### src/hw/rtl/ptt_pkg.sv
// Shared types, codes and helpers for the partition text tokenizer.
// Used by ptt_lexer, ptt_out_fifo and partition_text_tokenizer_top.
`timescale 1ns / 1ps

package ptt_pkg;

  // Widths of the internal run length and stream offset counters.
  localparam int LENGTH_BITS = 16;
  localparam int OFFSET_BITS = 32;

  // Depth of the result queue; it must hold two results beyond a full stall.
  localparam int FIFO_DEPTH = 4;
  localparam int FIFO_AW    = $clog2(FIFO_DEPTH);

  // Token classes. Punctuation byte classes share these codes.
  localparam logic [3:0] TK_SLASH = 4'd0;
  localparam logic [3:0] TK_DASH  = 4'd1;
  localparam logic [3:0] TK_EQUAL = 4'd2;
  localparam logic [3:0] TK_SEMI  = 4'd3;
  localparam logic [3:0] TK_COMMA = 4'd4;
  localparam logic [3:0] TK_COLON = 4'd5;
  localparam logic [3:0] TK_OPAR  = 4'd6;
  localparam logic [3:0] TK_CPAR  = 4'd7;
  localparam logic [3:0] TK_WS    = 4'd8;
  localparam logic [3:0] TK_NUM   = 4'd9;
  localparam logic [3:0] TK_FLT   = 4'd10;
  localparam logic [3:0] TK_STR   = 4'd11;
  localparam logic [3:0] TK_NL    = 4'd12;
  localparam logic [3:0] TK_UNK   = 4'd13;
  localparam logic [3:0] TK_EOF   = 4'd14;

  // Byte classes beyond the punctuation codes.
  localparam logic [3:0] BC_SPACE = 4'd8;
  localparam logic [3:0] BC_NL    = 4'd9;
  localparam logic [3:0] BC_DIGIT = 4'd10;
  localparam logic [3:0] BC_CHAR  = 4'd11;
  localparam logic [3:0] BC_DOT   = 4'd12;
  localparam logic [3:0] BC_UNK   = 4'd13;

  // Lexer modes.
  localparam logic [2:0] M_IDLE  = 3'd0;
  localparam logic [2:0] M_WS    = 3'd1;
  localparam logic [2:0] M_INT   = 3'd2;
  localparam logic [2:0] M_FLOAT = 3'd3;
  localparam logic [2:0] M_NSTR  = 3'd4;
  localparam logic [2:0] M_STR   = 3'd5;
  localparam logic [2:0] M_NL    = 3'd6;

  // One result item as it leaves the block.
  typedef struct packed {
    logic [3:0]  token_class;
    logic [15:0] token_length;
    logic [31:0] token_offset;
    logic        last_result;
  } token_t;

  // Up to two results caused by one input item, in order.
  typedef struct packed {
    logic [1:0] count;
    token_t     first;
    token_t     second;
  } token_pair_t;

  // Fixed ASCII class table.
  function automatic logic [3:0] byte_class(logic [7:0] b);
    logic [3:0] c;
    c = BC_UNK;
    if (b >= "0" && b <= "9") begin
      c = BC_DIGIT;
    end else if ((b >= "A" && b <= "Z") || (b >= "a" && b <= "z")) begin
      c = BC_CHAR;
    end else begin
      unique case (b)
        "?", "_", "|": c = BC_CHAR;
        " ", 8'd9:     c = BC_SPACE;
        8'd10, 8'd13:  c = BC_NL;
        ".":           c = BC_DOT;
        "/":           c = TK_SLASH;
        "-":           c = TK_DASH;
        "=":           c = TK_EQUAL;
        ";":           c = TK_SEMI;
        ",":           c = TK_COMMA;
        ":":           c = TK_COLON;
        "(":           c = TK_OPAR;
        ")":           c = TK_CPAR;
        default:       c = BC_UNK;
      endcase
    end
    return c;
  endfunction

  // Token class reported for a pending run in a given mode.
  function automatic logic [3:0] mode_token(logic [2:0] m);
    logic [3:0] t;
    unique case (m)
      M_WS:           t = TK_WS;
      M_INT:          t = TK_NUM;
      M_FLOAT:        t = TK_FLT;
      M_NSTR, M_STR:  t = TK_STR;
      default:        t = TK_NL;
    endcase
    return t;
  endfunction

  // Mode after byte class c when it continues mode m, else idle.
  function automatic logic [2:0] continue_mode(logic [2:0] m, logic [3:0] c);
    logic [2:0] n;
    n = M_IDLE;
    unique case (m)
      M_WS: begin
        if (c == BC_SPACE) n = M_WS;
      end
      M_INT: begin
        if (c == BC_DIGIT)     n = M_INT;
        else if (c == BC_DOT)  n = M_FLOAT;
        else if (c == BC_CHAR) n = M_NSTR;
      end
      M_FLOAT: begin
        if (c == BC_DIGIT)     n = M_FLOAT;
        else if (c == BC_CHAR) n = M_NSTR;
      end
      M_NSTR: begin
        if (c == BC_CHAR || c == BC_DIGIT || c == BC_DOT) n = M_NSTR;
      end
      M_STR: begin
        if (c == BC_CHAR || c == BC_DIGIT || c == TK_DASH) n = M_STR;
      end
      M_NL: begin
        if (c == BC_NL) n = M_NL;
      end
      default: n = M_IDLE;
    endcase
    return n;
  endfunction

  // Fit an internal run length to the 16-bit output field.
  function automatic logic [15:0] length_out(logic [LENGTH_BITS-1:0] x);
    logic [63:0] w;
    w = 64'(x);
    return w[15:0];
  endfunction

  // Fit an internal offset to the 32-bit output field.
  function automatic logic [31:0] offset_out(logic [OFFSET_BITS-1:0] x);
    logic [63:0] w;
    w = 64'(x);
    return w[31:0];
  endfunction

endpackage

### src/hw/rtl/ptt_lexer.sv
// Lexer state and per-byte token decision for the partition text tokenizer.
// Depends on ptt_pkg for codes, the class table and the result types.
`timescale 1ns / 1ps

module ptt_lexer (
  input  logic                 clk,
  input  logic                 rst,
  input  logic                 accept,
  input  logic [7:0]           data_byte,
  input  logic                 end_of_stream,
  output ptt_pkg::token_pair_t results
);

  logic [2:0]                      lexer_mode, lexer_mode_next;
  logic [ptt_pkg::LENGTH_BITS-1:0] pending_length, pending_length_next;
  logic [ptt_pkg::OFFSET_BITS-1:0] pending_offset, pending_offset_next;
  logic [ptt_pkg::OFFSET_BITS-1:0] stream_position, stream_position_next;

  logic [3:0]      cls;
  logic [2:0]      cont;
  logic            run_pending;
  ptt_pkg::token_t run_tok;
  ptt_pkg::token_t single_tok;
  logic            emit_single;

  // Class the byte and see whether it extends the pending run.
  always_comb begin
    cls         = ptt_pkg::byte_class(data_byte);
    cont        = ptt_pkg::continue_mode(lexer_mode, cls);
    run_pending = (lexer_mode != ptt_pkg::M_IDLE);

    run_tok.token_class  = ptt_pkg::mode_token(lexer_mode);
    run_tok.token_length = ptt_pkg::length_out(pending_length);
    run_tok.token_offset = ptt_pkg::offset_out(pending_offset);
    run_tok.last_result  = 1'b0;
  end

  // Next state and the results of this item.
  always_comb begin
    lexer_mode_next      = lexer_mode;
    pending_length_next  = pending_length;
    pending_offset_next  = pending_offset;
    stream_position_next = stream_position + ptt_pkg::OFFSET_BITS'(1);
    results              = '0;

    single_tok.token_class  = ptt_pkg::TK_UNK;
    single_tok.token_length = 16'd1;
    single_tok.token_offset = ptt_pkg::offset_out(stream_position);
    single_tok.last_result  = 1'b0;
    emit_single             = 1'b0;

    if (end_of_stream) begin
      // Flush the pending run, then the end-of-stream token; rearm.
      lexer_mode_next      = ptt_pkg::M_IDLE;
      pending_length_next  = '0;
      pending_offset_next  = '0;
      stream_position_next = '0;
      if (run_pending) begin
        results.count = 2'd2;
        results.first = run_tok;
        results.second.token_class  = ptt_pkg::TK_EOF;
        results.second.token_length = 16'd0;
        results.second.token_offset = ptt_pkg::offset_out(stream_position);
        results.second.last_result  = 1'b1;
      end else begin
        results.count = 2'd1;
        results.first.token_class  = ptt_pkg::TK_EOF;
        results.first.token_length = 16'd0;
        results.first.token_offset = ptt_pkg::offset_out(stream_position);
        results.first.last_result  = 1'b1;
      end
    end else if (run_pending && cont != ptt_pkg::M_IDLE) begin
      // The byte extends the run; the length saturates.
      lexer_mode_next = cont;
      if (pending_length != '1) begin
        pending_length_next = pending_length + ptt_pkg::LENGTH_BITS'(1);
      end
    end else begin
      // The run ends here; this byte opens a run or is a token by itself.
      lexer_mode_next     = ptt_pkg::M_IDLE;
      pending_length_next = ptt_pkg::LENGTH_BITS'(1);
      pending_offset_next = stream_position;
      single_tok.token_class = cls;
      unique case (cls)
        ptt_pkg::BC_SPACE: lexer_mode_next = ptt_pkg::M_WS;
        ptt_pkg::BC_NL:    lexer_mode_next = ptt_pkg::M_NL;
        ptt_pkg::BC_DIGIT: lexer_mode_next = ptt_pkg::M_INT;
        ptt_pkg::BC_CHAR:  lexer_mode_next = ptt_pkg::M_STR;
        ptt_pkg::BC_DOT, ptt_pkg::BC_UNK: begin
          emit_single            = 1'b1;
          single_tok.token_class = ptt_pkg::TK_UNK;
        end
        default: emit_single = 1'b1;
      endcase
      if (emit_single) begin
        pending_length_next = '0;
        pending_offset_next = '0;
      end

      single_tok.last_result = 1'b1;
      if (run_pending && emit_single) begin
        results.count  = 2'd2;
        results.first  = run_tok;
        results.second = single_tok;
      end else if (run_pending) begin
        results.count             = 2'd1;
        results.first             = run_tok;
        results.first.last_result = 1'b1;
      end else if (emit_single) begin
        results.count = 2'd1;
        results.first = single_tok;
      end
    end
  end

  // State registers advance only on an accepted item.
  always_ff @(posedge clk) begin
    if (rst) begin
      lexer_mode      <= ptt_pkg::M_IDLE;
      pending_length  <= '0;
      pending_offset  <= '0;
      stream_position <= '0;
    end else if (accept) begin
      lexer_mode      <= lexer_mode_next;
      pending_length  <= pending_length_next;
      pending_offset  <= pending_offset_next;
      stream_position <= stream_position_next;
    end
  end

endmodule

### src/hw/rtl/ptt_out_fifo.sv
// Small result queue that takes up to two items per cycle and gives one.
// Depends on ptt_pkg for the result types and the queue depth.
`timescale 1ns / 1ps

module ptt_out_fifo (
  input  logic                 clk,
  input  logic                 rst,
  input  logic                 push,
  input  ptt_pkg::token_pair_t results,
  input  logic                 pop,
  output logic                 not_empty,
  output logic                 almost_full,
  output ptt_pkg::token_t      head
);

  ptt_pkg::token_t entries [ptt_pkg::FIFO_DEPTH];

  logic [ptt_pkg::FIFO_AW-1:0] wr_ptr, wr_ptr_next;
  logic [ptt_pkg::FIFO_AW-1:0] rd_ptr, rd_ptr_next;
  logic [ptt_pkg::FIFO_AW:0]   count, count_next;
  logic [1:0]                  n_in;
  logic                        n_out;

  assign not_empty   = (count != '0);
  // Room for two is kept whenever input is taken.
  assign almost_full = (count > (ptt_pkg::FIFO_AW + 1)'(ptt_pkg::FIFO_DEPTH - 2));
  assign head        = entries[rd_ptr];

  // Pointer and fill bookkeeping.
  always_comb begin
    n_in        = push ? results.count : 2'd0;
    n_out       = pop && not_empty;
    wr_ptr_next = wr_ptr + ptt_pkg::FIFO_AW'(n_in);
    rd_ptr_next = rd_ptr + ptt_pkg::FIFO_AW'(n_out);
    count_next  = count + (ptt_pkg::FIFO_AW + 1)'(n_in)
                        - (ptt_pkg::FIFO_AW + 1)'(n_out);
  end

  always_ff @(posedge clk) begin
    if (rst) begin
      wr_ptr <= '0;
      rd_ptr <= '0;
      count  <= '0;
    end else begin
      wr_ptr <= wr_ptr_next;
      rd_ptr <= rd_ptr_next;
      count  <= count_next;
    end
  end

  // Entry storage; the second result goes one place after the first.
  always_ff @(posedge clk) begin
    if (n_in != 2'd0) begin
      entries[wr_ptr] <= results.first;
    end
    if (n_in == 2'd2) begin
      entries[wr_ptr + ptt_pkg::FIFO_AW'(1)] <= results.second;
    end
  end

endmodule

### src/hw/rtl/partition_text_tokenizer_top.sv
// Top level of the partition text tokenizer: lexer plus result queue.
// Depends on ptt_pkg, ptt_lexer and ptt_out_fifo.
//
//   channel | direction | handshake            | payload
//   --------+-----------+----------------------+------------------------------------
//   in      | input     | in_valid / in_stall  | data_byte, end_of_stream
//   out     | output    | out_valid / out_stall| token_class, token_length,
//           |           |                      | token_offset, last_result
//
// An input item is decided in the cycle it is accepted: one item per cycle while in_stall is low.
// Each item yields zero, one or two result items into a four-entry queue;
// the results are written into the queue registers as the item is accepted.
// in_stall rises when the queue holds more than two items, so the sustained
// rate is one item per cycle while results drain at one per cycle.
// Synchronous reset clears the lexer state and empties the queue.
`timescale 1ns / 1ps

module partition_text_tokenizer_top (
  input  logic        clk,
  input  logic        rst,
  input  logic        in_valid,
  output logic        in_stall,
  input  logic [7:0]  data_byte,
  input  logic        end_of_stream,
  output logic        out_valid,
  input  logic        out_stall,
  output logic [3:0]  token_class,
  output logic [15:0] token_length,
  output logic [31:0] token_offset,
  output logic        last_result
);

  ptt_pkg::token_pair_t results;
  ptt_pkg::token_t      head;
  logic                 accept;
  logic                 almost_full;

  assign in_stall = almost_full;
  assign accept   = in_valid && !almost_full;

  ptt_lexer u_lexer (
    .clk           (clk),
    .rst           (rst),
    .accept        (accept),
    .data_byte     (data_byte),
    .end_of_stream (end_of_stream),
    .results       (results)
  );

  ptt_out_fifo u_fifo (
    .clk         (clk),
    .rst         (rst),
    .push        (accept),
    .results     (results),
    .pop         (!out_stall),
    .not_empty   (out_valid),
    .almost_full (almost_full),
    .head        (head)
  );

  // Result fields straight from the queue head.
  assign token_class  = head.token_class;
  assign token_length = head.token_length;
  assign token_offset = head.token_offset;
  assign last_result  = head.last_result;

endmodule
### config.mk
export PLATFORM = sky130hd
export DESIGN_NAME = partition_text_tokenizer_top
export DESIGN_NICKNAME = d
export VERILOG_FILES = /design/src/hw/rtl/ptt_pkg.sv /design/src/hw/rtl/ptt_lexer.sv /design/src/hw/rtl/ptt_out_fifo.sv /design/src/hw/rtl/partition_text_tokenizer_top.sv
export SDC_FILE = /design/constraint.sdc
export NUM_CORES = 1
export LEC_CHECK = 0
export ABC_CLOCK_PERIOD_IN_PS = 6100
export BUFFER_PORTS_ARGS = -buffer_cell sky130_fd_sc_hd__buf_2
export CORE_MARGIN = 8
export CORE_UTILIZATION = 40
export DETAILED_ROUTE_END_ITERATION = 10
export GPL_ROUTABILITY_DRIVEN = 0
export GPL_TIMING_DRIVEN = 0
export PLACE_DENSITY = 0.52
export SYNTH_ARGS = -nofsm -noshare
export SYNTH_HDL_FRONTEND = slang
export SYNTH_SLANG_ARGS = --single-unit
### constraint.sdc
create_clock -name clk -period 6.1 [get_ports clk]
set_clock_uncertainty 0.1 [all_clocks]
set_input_delay 1.22 -clock clk [delete_from_list [all_inputs] [get_ports clk]]
set_output_delay 1.22 -clock clk [all_outputs]
set_load 0.01 [all_outputs]
==> run metrics <==
footprint of the multi-input gates=5892 um2; fraction of registers with async set/reset=0%; total die area=between 40000 and 50000 um2; cts bufs inserted=36; DRT iter0 DRCs=between 800 and 900; vias in the first global route=between 10000 and 15000; top_reg_cell synth=edfxtp_1; Post-synth EDFFs=~150; Clock Tree Buf Depth=3; Vias=10920; Vias/cell=between 5 and 6; relative slew slack=between 30% and 40%; Worst path most repeated cell=buf_2; Synth cell types=72; first-pass GRT wire length=approximately 65000 um; Crit path buffers/inverters=7; CTS tree=yes; htree depth=2; clock-pin transition on the worst setup and hold timing paths=0.05 ns; Mapped Cells=around 1200; most common cell after layout, fill and taps aside=edfxtp_1; count of final hold-check violations=0; worst hold path class=reg -> reg; family with the most delay on the worst path=simple AND/OR/NAND/NOR gates; Worst Tran Pin Value=roughly 1 ns; drt pass-1 iters=5; Synth Area per Inst=11.37 um2; Post-CTS Hold Buffers=0; Antenna Cells=0; Total Power=5681 uW; Residual DRC=0; crit-path max cell delay=0.50 ns; # setup viols final=0; Initial Utilization=roughly two fifths; grt ovf=0; Post-Synthesis Cell Area=between 10000 and 15000 um2; power per cell area=around 350 nW/um2; pin count of the biggest net entering global routing=24; final wirelength=41620 um; #FFs+latches synth=302; clock root buffer master=clkbuf_16; maxcap violations=0; Cell Chain, Critical Path=buf_2 -> buf_2 -> and4bb_2 -> nand2_1 -> o21ai_1 -> nor3_2 -> ha_1 -> nand2_1 -> nor2_1 -> a31o_2 -> buf_2 -> nand3_1 -> and2_1 -> buf_2 -> buf_2 -> inv_2 -> buf_12; outcome=finished clean; Top Ports=68; Die X=between 200 and 250 um; CP Data Required Time=6.19 ns; DRT antenna net count=0; Worst Setup Path Type=in -> reg; fin crit share=about 87%; Seq/Total Area, Yosys=53.98%; Final HPWL DP=28550 um; nature of the critical path endpoint=flip-flop; CP Data Arrival Time=between 5 and 6 ns; Tmin final=~5.3 ns; total core area=34540 um2; Fmax=~190 MHz; peak supply drop=about 180 uV; initial antenna violation count=0; nets=1364; die height=~200 um; fillcell total=3279; clock sinks=between 300 and 400; commonest non-fill, non-tap cells in the layout=edfxtp_1, o22ai_1, dfxtp_1; crit start category=input pin; area delta synth->final=15.31%; Max FO, Critical Path=23; GRT Util Overall=roughly a fifth; unrepaired setup endpoints after global routing=no; share of cells above drive strength 1=about 16%; Slew Viols, Final=0; Cell Rows=68; Sequential cell area=7567 um2; Slowest cell on crit path=nor3_2; Yosys top cell area share=32.56%; setup TNS=0 ns; routed len/inst=22.84 um; CTS resizes=0; I/O Buffers=67; top cells by area, synth=edfxtp_1, dfxtp_1, mux4_2; Leak=between 0.005 and 0.006 uW; total number of yosys warnings=0; Post-CTS Setup Bufs=0; Synth area leader=edfxtp_1; Synthesized Nets=between 1000 and 1500; Clock Latency Late Sink=approximately 0.51 ns; Final Util=around 47%
==> layer usage <==
metal  vias to the layer above  share of wire, %  track usage, %
met5                         -                 0               0
met2                       368                45           31.28
met1                      5423                47           28.25
met4                         0               2.2           5.102
li1                       5048                 -               -
met3                        77               5.6           2.777
==> sequential cells by signal, summed over array words and instances (netlist names) <==
name                     count
u_lexer.pending_offset      32
u_fifo.rd_ptr                2
u_fifo.count                 3
u_fifo.entries             212
u_lexer.pending_length      16
u_lexer.stream_position     32
u_lexer.lexer_mode           3
u_fifo.wr_ptr                2
==> synthesized netlist by cell type (all sizes together), types with 7 or more instances <==
cell,count
buf,43
inv,18
a21oi,47
mux4,53
o21ai,38
or3,12
nor4,7
clkbuf,65
nor2,66
a22oi,29
nand2,115
o2bb2ai,60
edfxtp,152
o22ai,150
a22o,38
ha,8
and3,15
nor2b,16
xor2,14
a31oi,8
xnor2,15
dfxtp,150
nand4,10
nor3,14
nand3,25
and2,7
==> kinds of logic (layout without fill, tap and decap cells) <==
kind of cell	after synthesis	after routing	share of synthesized area, %
buffers and inverters	127	261	3.998
DFF	302	302	53.98
AOI/OAI and AO/OA	403	403	20.07
and+or+nand+nor	309	309	10.70
xor gates and xnor gates	29	29	1.812
adders and majority gates	9	9	0.8568
muxes	54	54	8.585
==> final cells by class <==
class	count	area share, %
inverters	19	0.4411
plain buffers	108	3.026
clock inverters	11	0.8049
clock buffers	52	6.385
repair buffers	71	2.569
well taps	455	3.521
multi-input cells	804	36.44
flip-flops and latches	302	46.81
==> power by group <==
part / internal [uW] / switching, uW
combinational: 458 / 779
clock: 1300 / 829
sequential: 2280 / 41.9
==> metrics by stage <==
stage	setup WS, ns	hold WS, ns	std cells	cell area [um2]
final	0.8168	0.3585	1822	16170
after global routing	0.4834	0.3728	1822	16170
after CTS	0.8299	0.3598	1822	16170
after detailed placement	0.3159	0.3421	1759	15000
after global placement	-0.6287	0.3396	1755	14920
after floorplan	1.095	0.3271	1233	14020
==> final timing paths <==
check | from | to | slack (ns) | depth (start not counted)
min reg2reg | u_fifo.entries[3][40] | u_fifo.entries[3][40] | 0.36 | 1
min | u_fifo.entries[3][40] | u_fifo.entries[3][40] | 0.36 | 1
max | data_byte[4] | u_fifo.entries[0][4] | 0.82 | 17
max reg2reg | u_lexer.lexer_mode[1] | u_fifo.entries[0][4] | 0.97 | 16
Note: power is estimated with default switching activity, not from simulation.
